$ cat config.mk
export PLATFORM = sky130hd
export DESIGN_NAME = status_led_blink_sequencer_unit
export DESIGN_NICKNAME = d
export VERILOG_FILES = /design/src/hdl/slbs_pkg.sv /design/src/hdl/slbs_cfg_regs.sv /design/src/hdl/slbs_blink_core.sv /design/src/hdl/status_led_blink_sequencer_unit.sv
export SDC_FILE = /design/constraint.sdc
export NUM_CORES = 1
export LEC_CHECK = 0
export ABC_AREA = 0
export BUFFER_PORTS_ARGS = -buffer_cell sky130_fd_sc_hd__buf_2
export CAP_MARGIN = 20
export CORE_MARGIN = 1.5
export CORE_UTILIZATION = 48
export DETAILED_ROUTE_END_ITERATION = 7
export GPL_TIMING_DRIVEN = 0
export PLACE_DENSITY = 0.65
export RECOVER_POWER = 100
export SLEW_MARGIN = 40
export SYNTH_ARGS = -nofsm -noshare
export SYNTH_HDL_FRONTEND = slang
export SYNTH_SLANG_ARGS = --single-unit
$ cat constraint.sdc
create_clock -name clk -period 6 [get_ports clk]
set_input_delay 1.2 -clock clk [delete_from_list [all_inputs] [get_ports clk]]
set_output_delay 1.2 -clock clk [all_outputs]
set_load 0.1 [all_outputs]
$ cat src/hdl/slbs_pkg.sv
// Shared types, constants and register codes for the status LED blink sequencer.
package slbs_pkg;

  localparam int TIME_W    = 32;
  localparam int MS_W      = 16;
  localparam int CNT_W     = 8;
  localparam int CFG_IDX_W = 8;

  // Blinks per group
  localparam logic [CNT_W-1:0] WEB_BLINKS = 8'd5;
  localparam logic [CNT_W-1:0] TCP_BLINKS = 8'd1;
  localparam logic [CNT_W-1:0] UDP_BLINKS = 8'd2;
  // Largest group length; the counter always stays below it between polls
  localparam logic [CNT_W-1:0] MAX_BLINKS = 8'd5;

  // Link modes
  localparam logic [1:0] LINK_TCP = 2'd0;
  localparam logic [1:0] LINK_UDP = 2'd1;

  // Pin levels (active low LED)
  localparam logic PIN_LIT  = 1'b0;
  localparam logic PIN_DARK = 1'b1;

  // Register reset values
  localparam logic [MS_W-1:0] WEB_ON_RST  = 16'd400;
  localparam logic [MS_W-1:0] WEB_OFF_RST = 16'd400;
  localparam logic [MS_W-1:0] WEB_GAP_RST = 16'd400;
  localparam logic [MS_W-1:0] NET_ON_RST  = 16'd180;
  localparam logic [MS_W-1:0] NET_OFF_RST = 16'd120;
  localparam logic [MS_W-1:0] TCP_GAP_RST = 16'd2200;
  localparam logic [MS_W-1:0] UDP_GAP_RST = 16'd1900;

  typedef enum logic [CFG_IDX_W-1:0] {
    REG_LED_ENABLE = 8'd0,
    REG_WEB_ON     = 8'd1,
    REG_WEB_OFF    = 8'd2,
    REG_WEB_GAP    = 8'd3,
    REG_NET_ON     = 8'd4,
    REG_NET_OFF    = 8'd5,
    REG_TCP_GAP    = 8'd6,
    REG_UDP_GAP    = 8'd7
  } cfg_reg_t;

  typedef struct packed {
    logic [TIME_W-1:0] now_ms;
    logic              connected;
    logic              web_config;
    logic [1:0]        link_mode;
  } slbs_in_t;

  typedef struct packed {
    logic pin_level;
    logic pin_driven;
  } slbs_out_t;

  typedef struct packed {
    logic            led_enable;
    logic [MS_W-1:0] web_on_ms;
    logic [MS_W-1:0] web_off_ms;
    logic [MS_W-1:0] web_gap_ms;
    logic [MS_W-1:0] net_on_ms;
    logic [MS_W-1:0] net_off_ms;
    logic [MS_W-1:0] tcp_gap_ms;
    logic [MS_W-1:0] udp_gap_ms;
  } slbs_cfg_t;

endpackage

$ cat src/hdl/slbs_cfg_regs.sv
// Configuration register file for the status LED blink sequencer.
module slbs_cfg_regs (
  input  logic                            clk,
  input  logic                            rst_n,
  input  logic                            cfg_valid,
  output logic                            cfg_ready,
  input  logic [slbs_pkg::CFG_IDX_W-1:0]  cfg_index,
  input  logic [slbs_pkg::MS_W-1:0]       cfg_data,
  output slbs_pkg::slbs_cfg_t             cfg
);

  slbs_pkg::slbs_cfg_t cfg_r;
  slbs_pkg::slbs_cfg_t cfg_nxt;
  logic                wr_en;

  assign cfg_ready = 1'b1;
  assign wr_en     = cfg_valid && cfg_ready;
  assign cfg       = cfg_r;

  always_comb begin
    cfg_nxt = cfg_r;
    if (wr_en) begin
      case (cfg_index)
        slbs_pkg::REG_LED_ENABLE: cfg_nxt.led_enable = cfg_data[0];
        slbs_pkg::REG_WEB_ON:     cfg_nxt.web_on_ms  = cfg_data;
        slbs_pkg::REG_WEB_OFF:    cfg_nxt.web_off_ms = cfg_data;
        slbs_pkg::REG_WEB_GAP:    cfg_nxt.web_gap_ms = cfg_data;
        slbs_pkg::REG_NET_ON:     cfg_nxt.net_on_ms  = cfg_data;
        slbs_pkg::REG_NET_OFF:    cfg_nxt.net_off_ms = cfg_data;
        slbs_pkg::REG_TCP_GAP:    cfg_nxt.tcp_gap_ms = cfg_data;
        slbs_pkg::REG_UDP_GAP:    cfg_nxt.udp_gap_ms = cfg_data;
        default:                  cfg_nxt = cfg_r;  // unmapped index
      endcase
    end
  end

  always_ff @(posedge clk) begin
    if (!rst_n) begin
      cfg_r.led_enable <= 1'b0;
      cfg_r.web_on_ms  <= slbs_pkg::WEB_ON_RST;
      cfg_r.web_off_ms <= slbs_pkg::WEB_OFF_RST;
      cfg_r.web_gap_ms <= slbs_pkg::WEB_GAP_RST;
      cfg_r.net_on_ms  <= slbs_pkg::NET_ON_RST;
      cfg_r.net_off_ms <= slbs_pkg::NET_OFF_RST;
      cfg_r.tcp_gap_ms <= slbs_pkg::TCP_GAP_RST;
      cfg_r.udp_gap_ms <= slbs_pkg::UDP_GAP_RST;
    end else begin
      cfg_r <= cfg_nxt;
    end
  end

endmodule

$ cat src/hdl/slbs_blink_core.sv
// Blink engine: sequencer state and the one-poll next-state and result logic.
module slbs_blink_core (
  input  logic                clk,
  input  logic                rst_n,
  input  logic                step,      // commit this poll's state update
  input  slbs_pkg::slbs_in_t  item,
  input  slbs_pkg::slbs_cfg_t cfg,
  output slbs_pkg::slbs_out_t result
);

  logic                               group_active_r, group_active_nxt;
  logic                               lamp_lit_r,     lamp_lit_nxt;
  logic [slbs_pkg::CNT_W-1:0]         blink_count_r,  blink_count_nxt;
  logic [slbs_pkg::TIME_W-1:0]        lamp_mark_r,    lamp_mark_nxt;
  logic [slbs_pkg::TIME_W-1:0]        group_mark_r,   group_mark_nxt;
  logic                               level_held_r,   level_held_nxt;

  logic                               run;
  logic                               driven;
  logic [slbs_pkg::MS_W-1:0]          on_ms, off_ms, gap_ms, interval;
  logic [slbs_pkg::CNT_W-1:0]         target;
  logic [slbs_pkg::TIME_W-1:0]        since_group, since_lamp;

  // Mode select: timings and group length
  always_comb begin
    run    = 1'b0;
    on_ms  = cfg.net_on_ms;
    off_ms = cfg.net_off_ms;
    gap_ms = cfg.tcp_gap_ms;
    target = slbs_pkg::TCP_BLINKS;
    if (cfg.led_enable && !item.connected) begin
      if (item.web_config) begin
        run    = 1'b1;
        on_ms  = cfg.web_on_ms;
        off_ms = cfg.web_off_ms;
        gap_ms = cfg.web_gap_ms;
        target = slbs_pkg::WEB_BLINKS;
      end else begin
        case (item.link_mode)
          slbs_pkg::LINK_TCP: run = 1'b1;
          slbs_pkg::LINK_UDP: begin
            run    = 1'b1;
            gap_ms = cfg.udp_gap_ms;
            target = slbs_pkg::UDP_BLINKS;
          end
          default: run = 1'b0;  // no blinking, nothing touched
        endcase
      end
    end
  end

  assign interval    = lamp_lit_r ? on_ms : off_ms;
  assign since_group = item.now_ms - group_mark_r;
  assign since_lamp  = item.now_ms - lamp_mark_r;

  // Engine
  always_comb begin
    group_active_nxt = group_active_r;
    lamp_lit_nxt     = lamp_lit_r;
    blink_count_nxt  = blink_count_r;
    lamp_mark_nxt    = lamp_mark_r;
    group_mark_nxt   = group_mark_r;
    level_held_nxt   = level_held_r;
    driven           = 1'b0;

    if (cfg.led_enable && item.connected) begin
      level_held_nxt = slbs_pkg::PIN_LIT;
      driven         = 1'b1;
    end else if (run) begin
      if (!group_active_r) begin
        level_held_nxt = slbs_pkg::PIN_DARK;
        driven         = 1'b1;
        if (since_group >= {{(slbs_pkg::TIME_W-slbs_pkg::MS_W){1'b0}}, gap_ms}) begin
          group_active_nxt = 1'b1;
        end
      end
      if (group_active_nxt &&
          since_lamp >= {{(slbs_pkg::TIME_W-slbs_pkg::MS_W){1'b0}}, interval}) begin
        lamp_mark_nxt = item.now_ms;
        lamp_lit_nxt  = !lamp_lit_r;
        if (lamp_lit_r) begin
          blink_count_nxt = blink_count_r + slbs_pkg::CNT_W'(1);
        end
        level_held_nxt = lamp_lit_r ? slbs_pkg::PIN_DARK : slbs_pkg::PIN_LIT;
        driven         = 1'b1;
      end
      // group done: pin left as is
      if (blink_count_nxt >= target) begin
        blink_count_nxt  = '0;
        lamp_lit_nxt     = 1'b0;
        group_active_nxt = 1'b0;
        lamp_mark_nxt    = '0;
        group_mark_nxt   = item.now_ms;
      end
    end
  end

  assign result.pin_level  = level_held_nxt;
  assign result.pin_driven = driven;

  always_ff @(posedge clk) begin
    if (!rst_n) begin
      group_active_r <= 1'b0;
      lamp_lit_r     <= 1'b0;
      blink_count_r  <= '0;
      lamp_mark_r    <= '0;
      group_mark_r   <= '0;
      level_held_r   <= slbs_pkg::PIN_DARK;
    end else if (step) begin
      group_active_r <= group_active_nxt;
      lamp_lit_r     <= lamp_lit_nxt;
      blink_count_r  <= blink_count_nxt;
      lamp_mark_r    <= lamp_mark_nxt;
      group_mark_r   <= group_mark_nxt;
      level_held_r   <= level_held_nxt;
    end
  end

  // Counter never rests at or past the longest group
  a_count_bound: assert property (@(posedge clk) disable iff (!rst_n)
    blink_count_r < slbs_pkg::MAX_BLINKS)
    else $error("blink counter left at group length");

  // Idle between groups means lamp off, counter and lamp mark cleared
  a_idle_clean: assert property (@(posedge clk) disable iff (!rst_n)
    !group_active_r |-> (!lamp_lit_r && blink_count_r == '0 && lamp_mark_r == '0))
    else $error("stale blink state outside a group");

  // A disabled poll leaves the sequencer untouched
  a_disabled_hold: assert property (@(posedge clk) disable iff (!rst_n)
    (step && !cfg.led_enable) |=>
      ($stable(level_held_r) && $stable(group_mark_r) && $stable(blink_count_r)))
    else $error("state changed on a disabled poll");

  // An undriven poll reports the held level
  a_undriven_level: assert property (@(posedge clk) disable iff (!rst_n)
    !result.pin_driven |-> result.pin_level == level_held_r)
    else $error("undriven poll changed pin level");

endmodule

$ cat src/hdl/status_led_blink_sequencer_unit.sv
// Top level of the status LED blink sequencer: input stage, blink engine, result stage.
//
//  channel | ports                                   | direction | transaction
//  --------+-----------------------------------------+-----------+-------------------------
//  in      | in_valid, in_stall, in_item             | to block  | one poll (time + mode)
//  out     | out_valid, out_stall, out_item          | from block| pin level + driven flag
//  cfg     | cfg_valid, cfg_ready, cfg_index, cfg_data| to block | one register write
//
// One poll per cycle sustained while out is not stalled. A poll is captured in the
// input register; the blink engine then evaluates it and updates its state in the
// same edge that loads the result register, which waits while out is stalled and
// full: out_valid rises with that load, and the result transaction can follow.
// The engine's path is two 32-bit subtract-compares and an 8-bit increment.
// Reset (synchronous, rst_n low) empties both stages and returns state and registers
// to their defaults; cfg_ready is always high.
// A stall on out holds the result register; in_stall rises only when the input
// register is full and cannot move forward, so no transaction is dropped.
module status_led_blink_sequencer_unit (
  input  logic                            clk,
  input  logic                            rst_n,
  // poll input
  input  logic                            in_valid,
  output logic                            in_stall,
  input  slbs_pkg::slbs_in_t              in_item,
  // result output
  output logic                            out_valid,
  input  logic                            out_stall,
  output slbs_pkg::slbs_out_t             out_item,
  // configuration writes
  input  logic                            cfg_valid,
  output logic                            cfg_ready,
  input  logic [slbs_pkg::CFG_IDX_W-1:0]  cfg_index,
  input  logic [slbs_pkg::MS_W-1:0]       cfg_data
);

  slbs_pkg::slbs_cfg_t cfg;

  // input stage
  logic                s1_valid_r, s1_valid_nxt;
  slbs_pkg::slbs_in_t  s1_item_r;
  // result stage
  logic                out_valid_r, out_valid_nxt;
  slbs_pkg::slbs_out_t out_item_r;

  logic                in_take;   // input transaction
  logic                advance;   // poll moves from input stage to result stage
  slbs_pkg::slbs_out_t result;

  slbs_cfg_regs u_cfg (
    .clk       (clk),
    .rst_n     (rst_n),
    .cfg_valid (cfg_valid),
    .cfg_ready (cfg_ready),
    .cfg_index (cfg_index),
    .cfg_data  (cfg_data),
    .cfg       (cfg)
  );

  slbs_blink_core u_core (
    .clk    (clk),
    .rst_n  (rst_n),
    .step   (advance),
    .item   (s1_item_r),
    .cfg    (cfg),
    .result (result)
  );

  // Result register free if empty or draining this cycle
  assign advance  = s1_valid_r && (!out_valid_r || !out_stall);
  assign in_stall = s1_valid_r && !advance;
  assign in_take  = in_valid && !in_stall;

  always_comb begin
    s1_valid_nxt = s1_valid_r;
    if (in_take) begin
      s1_valid_nxt = 1'b1;
    end else if (advance) begin
      s1_valid_nxt = 1'b0;
    end
  end

  always_comb begin
    out_valid_nxt = out_valid_r;
    if (advance) begin
      out_valid_nxt = 1'b1;
    end else if (!out_stall) begin
      out_valid_nxt = 1'b0;
    end
  end

  always_ff @(posedge clk) begin
    if (!rst_n) begin
      s1_valid_r  <= 1'b0;
      out_valid_r <= 1'b0;
    end else begin
      s1_valid_r  <= s1_valid_nxt;
      out_valid_r <= out_valid_nxt;
    end
  end

  always_ff @(posedge clk) begin
    if (in_take) begin
      s1_item_r <= in_item;
    end
    if (advance) begin
      out_item_r <= result;
    end
  end

  assign out_valid = out_valid_r;
  assign out_item  = out_item_r;

  // A poll that moves forward always lands in the result register
  a_advance_lands: assert property (@(posedge clk) disable iff (!rst_n)
    advance |=> out_valid_r)
    else $error("advanced poll lost");

  // Input stall only when a poll is actually waiting
  a_stall_cause: assert property (@(posedge clk) disable iff (!rst_n)
    in_stall |-> (s1_valid_r && out_valid_r && out_stall))
    else $error("input stalled without a blocked poll");

  // A held result that is not taken stays valid and unchanged
  a_out_hold: assert property (@(posedge clk) disable iff (!rst_n)
    (out_valid_r && out_stall) |=> (out_valid_r && $stable(out_item_r)))
    else $error("stalled result changed");

endmodule

# [Yosys cells after proc, flatten, opt, wreduce, memory -nomap -nowiden]
# Index checks and enable logic that the tools add are counted.
[totals] reg_bits=228 wordCells=107
[op_classes] reduce_logical=29 n_addsub=3 order_cmp=3 muxes=40 bitwise_logic=1 n_eq_ne=9
[ops] cell="$mux W16" count=8
[ops] cell="$ge A32 B16 Y1" count=2
[ops] cell="$mux W32" count=2
[ops] cell="$sub A32 B32 Y32" count=2
[ops] cell="$mux W8" count=7
[ops] cell="$eq A8 B3 Y1 const B" count=4
[ops] cell="$mux W1" count=22
[ops] cell="$eq A8 B2 Y1 const B" count=2
[ops] cell="$reduce_and A2 Y1" count=8
[ops] cell="$add A8 B1 Y8 const B" count=1
[ops] cell="$eq A8 B1 Y1 const B" count=1
[ops] cell="$ge A8 B8 Y1" count=1
[ops] cell="$logic_not A8 Y1" count=1
[ops] cell="$reduce_and A4 Y1" count=2
[ops] cell="$logic_and A1 B1 Y1" count=6
[ops] cell="$logic_not A1 Y1" count=6
[ops] cell="$reduce_bool A2 Y1" count=2
[ops] cell="$reduce_and A3 Y1" count=1
[ops] cell="$eq A2 B1 Y1 const B" count=1
[ops] cell="$logic_not A2 Y1" count=1
[ops] cell="$mux W2" count=1
[ops] cell="$ne A2 B1 Y1 const B" count=1
[ops] cell="$reduce_or A2 Y1" count=1
[ops] cell="$logic_or A1 B1 Y1" count=1
[ops] cell="$not A1 Y1" count=1

# [Logic depth before layout (Yosys ltp)]
[depth] word_depth=16 ltp_mapped=34 mapped_depth_nobuf=32

# [Modules after synthesis]
# Synthesis repeated with hierarchy kept, for this count alone.
[unflattened] cells_unflattened=1641 area_unflattened_um2=14503.9
[by_module_without_submodules] module="slbs_blink_core" n_inst=1 cells_per_inst=1182 seq_area_each_um2=1501.4 area_per_inst_um2=8979.9
[by_module_without_submodules] module="slbs_cfg_regs" n_inst=1 cells_per_inst=413 seq_area_each_um2=2262.2 area_per_inst_um2=4299.1
[by_module_without_submodules] module="status_led_blink_sequencer_unit" n_inst=1 cells_per_inst=46 seq_area_each_um2=1181.1 area_per_inst_um2=1224.9

# [Least setup slack after synthesis]
# No wires, ideal clock.
[synth_timing] path_kind="register to register" from="register s1_item_r[4] (netlist name)" to="register u_core.group_mark_r[10] (netlist name)" setup_ns=0.072 path_slack_ns=-0.090 required_time_ns=5.928 path_stages_with_launch=33 arrival_time_ns=6.018 period_less_slack_ns=6.090 path_cell_list="edfxtp_1 > inv_1 > ha_1 > inv_1 > fa_1 > a21o_1 > a221oi_2 > o21ai_0 > nand3_1 > nand2_1 > a21o_1 > a21oi_1 > xnor2_1 > ha_1 > a21oi_1 > o21ai_0 > a41oi_1 > nand3_1 > a2111oi_2 > nand4_1 > nor4_2 > a211oi_1 > mux2_2 > ha_1 > a21o_1 > a21oi_1 > and3_1 > a41o_1 > and4_1 > buf_2 > nor3_4 > buf_6 > mux2i_1"
[synth_via] elab_chain_cells=12 word_cells_on_any_way=14 cone_classes="add/sub (2); order compare (3); mux (7); reduce/logical (2)"
[synth_rtl] item="start, declared" line_no="status_led_blink_sequencer_unit.sv:40" source="slbs_pkg::slbs_in_t s1_item_r;"
[synth_rtl] item="start signal, assigned" line_no="status_led_blink_sequencer_unit.sv:103" source="s1_item_r <= in_item;"
[synth_rtl] item="$sub A32 B32 Y32" line_no="slbs_blink_core.sv:53" source="assign since_group = item.now_ms - group_mark_r;"
[synth_rtl] item="$ge A32 B16 Y1" line_no="slbs_blink_core.sv:73" source="if (since_group >= {{(slbs_pkg::TIME_W-slbs_pkg::MS_W){1'b0}}, gap_ms}) begin"
[synth_rtl] item="$mux W1" line_no="slbs_blink_core.sv:73"
[synth_rtl] item="$mux W1" line_no="slbs_blink_core.sv:70" source="if (!group_active_r) begin"
[synth_rtl] item="$mux W1" line_no="slbs_blink_core.sv:69" source="end else if (run) begin"
[synth_rtl] item="$mux W1" line_no="slbs_blink_core.sv:66" source="if (cfg.led_enable && item.connected) begin"
[synth_rtl] item="$logic_and A1 B1 Y1 (*)" line_no="slbs_blink_core.sv:77" source="if (group_active_nxt &&"
[synth_rtl] item="$mux W8 (*)" line_no="slbs_blink_core.sv:77"
[synth_rtl] item="$mux W8 (*)" line_no="slbs_blink_core.sv:69"
[synth_rtl] item="$mux W8 (*)" line_no="slbs_blink_core.sv:66"
[synth_rtl] item="$ge A8 B8 Y1 (*)" line_no="slbs_blink_core.sv:88" source="if (blink_count_nxt >= target) begin"
[synth_rtl] item="$reduce_and A4 Y1 (no line) (*)"
[synth_rtl] item="end signal, assigned" line_no="slbs_blink_core.sv:114" source="group_mark_r <= group_mark_nxt;"
[synth_rtl] item="end, declared" line_no="slbs_blink_core.sv:15" source="logic [slbs_pkg::TIME_W-1:0] group_mark_r, group_mark_nxt;"
# Mark *: on every way between the ends. The rest lies on a longest branch, timed or not. The select of a mux whose other input is x is not followed.
# A chain may end at the register's enable or synchronous reset.

# [Worst setup path in the final report]
[layout_timing] from="register s1_item_r[4] (netlist name)" to="register u_core.group_mark_r[23] (netlist name)"
# The elaborated chain is that of the path after synthesis.

==> key figures <==
Pwr
  – Power per cell area: 223.5 mW/mm2
  – Int Pwr: 0.002643 W
  – Clk pwr share: 42.3%
  – Leakage: 5.957 nW
  – Gate power share: 13.6%
  – P_sw: 0.0009920 W
  – Sw Ratio: 27.29%
  – Peak supply drop: 0.2112 mV
  – Sequential share of power: 44.0%

STA
  – Max-slew violations: 24
  – Top achievable clock speed: 0.1562 GHz
  – Hold Fails Final Rpt: 0
  – Fin crit share: 106.7%
  – # setup viols final: 69
  – Clock skew: 33.55 ps
  – Post-route setup slack: -402.7 ps
  – Tightest Pin Transition: 1511 ps
  – Crit path time final: 6403 ps
  – Min Hold Slack: 460.9 ps
  – Max-slew headroom: -2.168%
  – Unrepaired setup endpoints after global routing: true

Synth
  – Mux contribution to synthesized area: 5.494%
  – Mean Syn Cell Area: 8.156 um2
  – Yosys cell types: 79
  – Complex-gate fraction of the synthesized area: 20.72%
  – Adder-Cell Fraction of Synth Area: 9.236%
  – Yosys Warn Count: 0
  – Synth area leader: dfxtp_1
  – Syn Nets: 1846
  – Cells after synthesis: 1681
  – Synth Register Bits: 228
  – Synth Area in Simple Gates: 20.53%
  – Area contributors post-synth: dfxtp_1 (28%), nand2_1 (11%), ha_1 (8.9%)
  – Top cell type's share of synthesized area: 27.74%
  – Netlist Area Pre-Place: 0.01371 mm2
  – Xor/xnor share of the synthesized area: 2.683%
  – Post-synth EDFFs: 38
  – Seq/Total Area, Yosys: 36.07%
  – Ys flop type: dfxtp_1
  – Combinational family with the most area after synthesis: compound AO/OA/AOI/OAI gates
  – FFs w/ async S/R, synth: 0%

Hold path
  – Hold Crit Class: flip-flop to flip-flop

Placed design
  – Gp weighted congestion: 0.9004
  – DPL Wire Length: 30300 um
  – Port Buffer Count: 66

Worst setup path
  – CP max-delay cell: edfxtp_1
  – Crit path top cell by count: a21o_1
  – Critical Path Max Stage Delay: 460 ps
  – CP Capture Type: flip-flop
  – Req. time, crit path: 6420 ps
  – Arrival time worst endpoint: 6820 ps
  – Startpoint Class: flip-flop
  – CP max FO: 5
  – Crit path kind: flip-flop to flip-flop

Die
  – Core Area: 0.02793 mm2
  – Site Rows: 61
  – Die height: 172 um
  – Chip width: 172 um
  – Initial Util: 49.08%
  – Die Area: 0.02958 mm2
  – I/O pin count: 70

Clock network
  – Worst-Skew Late Latency: 560 ps
  – CTS tree: built
  – CTS Buffer Depth: 3
  – CTS buffer count: 26
  – Clock root cell: clkbuf_16
  – H-tree levels: 1
  – Clock transition at the registers of the reported paths: 60 ps
  – Hold-fix buffers, CTS: 0
  – CTS Sinks: 228

GRT
  – Pin count of the biggest net entering global routing: 23
  – GRT Overall Usage: 27.67%
  – First-pass GRT wire length: 64120 um
  – Vias in the first global route: 12.05k
  – Initial antenna violation count: 0
  – Grt total ovfl: 0

Layout
  – Ant. Diodes: 0
  – Final core occ: 58.24%
  – Layout area overhead: 18.66%
  – Layout cells sized above 1: 14.67%
  – Layout filler cell count: 2598
  – Layout Nets: 1982

Flow run
  – Maxcap violations: 3

Route
  – Initial DRT Pass Iterations: 7
  – Drt drc: 0
  – Total wire length: 41270 um
  – 1st-iter DRT viols: 1014
  – Antenna viol nets, final: 0
  – Drt wl/cell: 18.66 um
  – Vias per inst: 5.718
  – Vias: 12.65k

Outcome
  – Status: finished with violations
  – Failing checks: max-capacitance violations, max-slew violations, negative setup slack
power groups by stage:
stage	registers, W	clock network, W	logic (W)
finish	0.00160	0.00154	0.000495
detailed placement	0.00164	0	0.000434
global placement	0.00164	0	0.000427
CTS	0.00160	0.00156	0.000464
floorplan	0.00163	0	0.000294
global route	0.00160	0.00162	0.000542
layout by cell type, fill, tap and decap left out, types with 9 or more instances in the layout:
cell type	count
nand2_1	386
dfxtp_1	190
a21oi_1	126
inv_1	101
a21boi_0	86
ha_1	84
clkbuf_1	79
nor2_1	59
buf_2	57
o21ai_0	53
nand3_1	48
edfxtp_1	38
mux2i_1	37
buf_4	33
clkbuf_16	28
o22ai_1	24
xnor2_1	23
a21o_1	22
xor2_1	17
mux4_2	16
nand4_1	15
o21a_1	15
and3_1	14
nor3_1	14
o211ai_1	13
nor2b_1	10
nor2_2	10
nor2_4	10
a31oi_1	9
a211oi_1	9
buf_6	9
clkinv_2	9
cell type report:
class	count	area (um2)	area share (%)
Sequential cell	228	4945	30.40
Inverter	105	394.1	2.423
Timing Repair Buffer	111	713.2	4.384
Multi-Input combinational cell	1270	8549	52.55
Buffer	75	364.1	2.238
Tap cell	378	473.0	2.907
Clock inverter	15	133.9	0.8229
Clock buffer	30	695.7	4.276
worst max-delay path: cells and delay by family (launching register included):
kind / cells / cell delay, ps
compound gates: 11 / 1980
simple gates: 12 / 1720
mux: 1 / 120
flops: 1 / 460
buf+inv: 5 / 620
fa+ha+maj: 4 / 1040
xor+xnor: 2 / 300
synth_stat cells, types with 4 or more instances:
master and number:
mux2i_1 37, and3_1 16, nor2_1 79, nor2b_1 11, o22ai_1 27, nand3_1 51, nand3b_1 7, o211ai_1 13
or3_1 7, a31oi_1 10, nand2b_1 10, xnor2_1 23, ha_1 98, and4_1 4, dfxtp_1 190, o21ai_0 62
a221oi_1 4, nand2_1 389, o31ai_1 5, edfxtp_1 38, buf_2 4, nor4_1 5, a211oi_1 12, a21boi_0 86
mux4_2 16, a21o_1 22, clkbuf_1 70, xor2_1 19, or4_1 6, nor3_1 15, o21a_1 16, a21oi_1 133
inv_1 103, nand4_1 15
state kept, by name, summed over array words and instances (netlist names):
signal / count
u_core.group_active_r: 1
u_core.group_mark_r: 32
s1_valid_r: 1
s1_item_r: 36
out_valid: 1
u_core.blink_count_r: 8
u_cfg.cfg: 113
out_item: 2
u_core.level_held_r: 1
u_core.lamp_lit_r: 1
u_core.lamp_mark_r: 32
routing by layer:
| metal | vias up | GRT usage, % | part of all wire [%] | wire (um) |
|---|---|---|---|---|
| li1 | 6186 | - | - | - |
| met1 | 5984 | 36.18 | 44 | 18180 |
| met2 | 404 | 47.46 | 47 | 19490 |
| met3 | 74 | 3.937 | 5.7 | 2339 |
| met4 | 0 | 7.864 | 3.0 | 1255 |
| met5 | - | 0 | 0 | 0 |
timing repair:
item,4_1_cts,5_1_grt
endpoints found under the setup margin,69,69
cloned,2,2
pin swaps,48,22
gates resized for setup,70,71
buffers inserted,26,13
stage by stage:
| stage | TNS [ps] | area, um2 | total power [W] | cells | setup slack (ps) |
|---|---|---|---|---|---|
| 6_report | -24010 | 16270 | 0.003635 | 2212 | -402.7 |
| 5_1_grt | -41680 | 16270 | 0.003762 | 2212 | -669.7 |
| 4_1_cts | -29890 | 15900 | 0.003627 | 2200 | -516.2 |
| 3_5_place_dp | -103880 | 14580 | 0.002069 | 2128 | -1614 |
| 3_3_place_gp | -101200 | 14510 | 0.002064 | 2125 | -1568 |
| 2_1_floorplan | 0 | 13710 | 0.001920 | 1681 | 53.55 |
logic make-up after synthesis:
| family | count (synthesis) |
|---|---|
| adder cells (fa/ha/maj) | 100 |
| AND/OR/NAND/NOR | 637 |
| XOR/XNOR | 42 |
| flip-flops | 228 |
| buffers and inverters | 183 |
| other | 1 |
| multiplexers | 55 |
| AO/OA/AOI/OAI | 435 |
worst paths after layout:
| check | startpoint | to | slack, ps | depth (start not counted) |
|---|---|---|---|---|
| worst max-delay path | s1_item_r[4] | u_core.group_mark_r[23] | -400 | 35 |
| worst min register to register | u_core.group_mark_r[6] | u_core.group_mark_r[6] | 460 | 2 |
| worst min-delay path | u_core.group_mark_r[6] | u_core.group_mark_r[6] | 460 | 2 |
| worst max register to register | s1_item_r[4] | u_core.group_mark_r[23] | -400 | 35 |
Power figures use the tool's default switching activity.
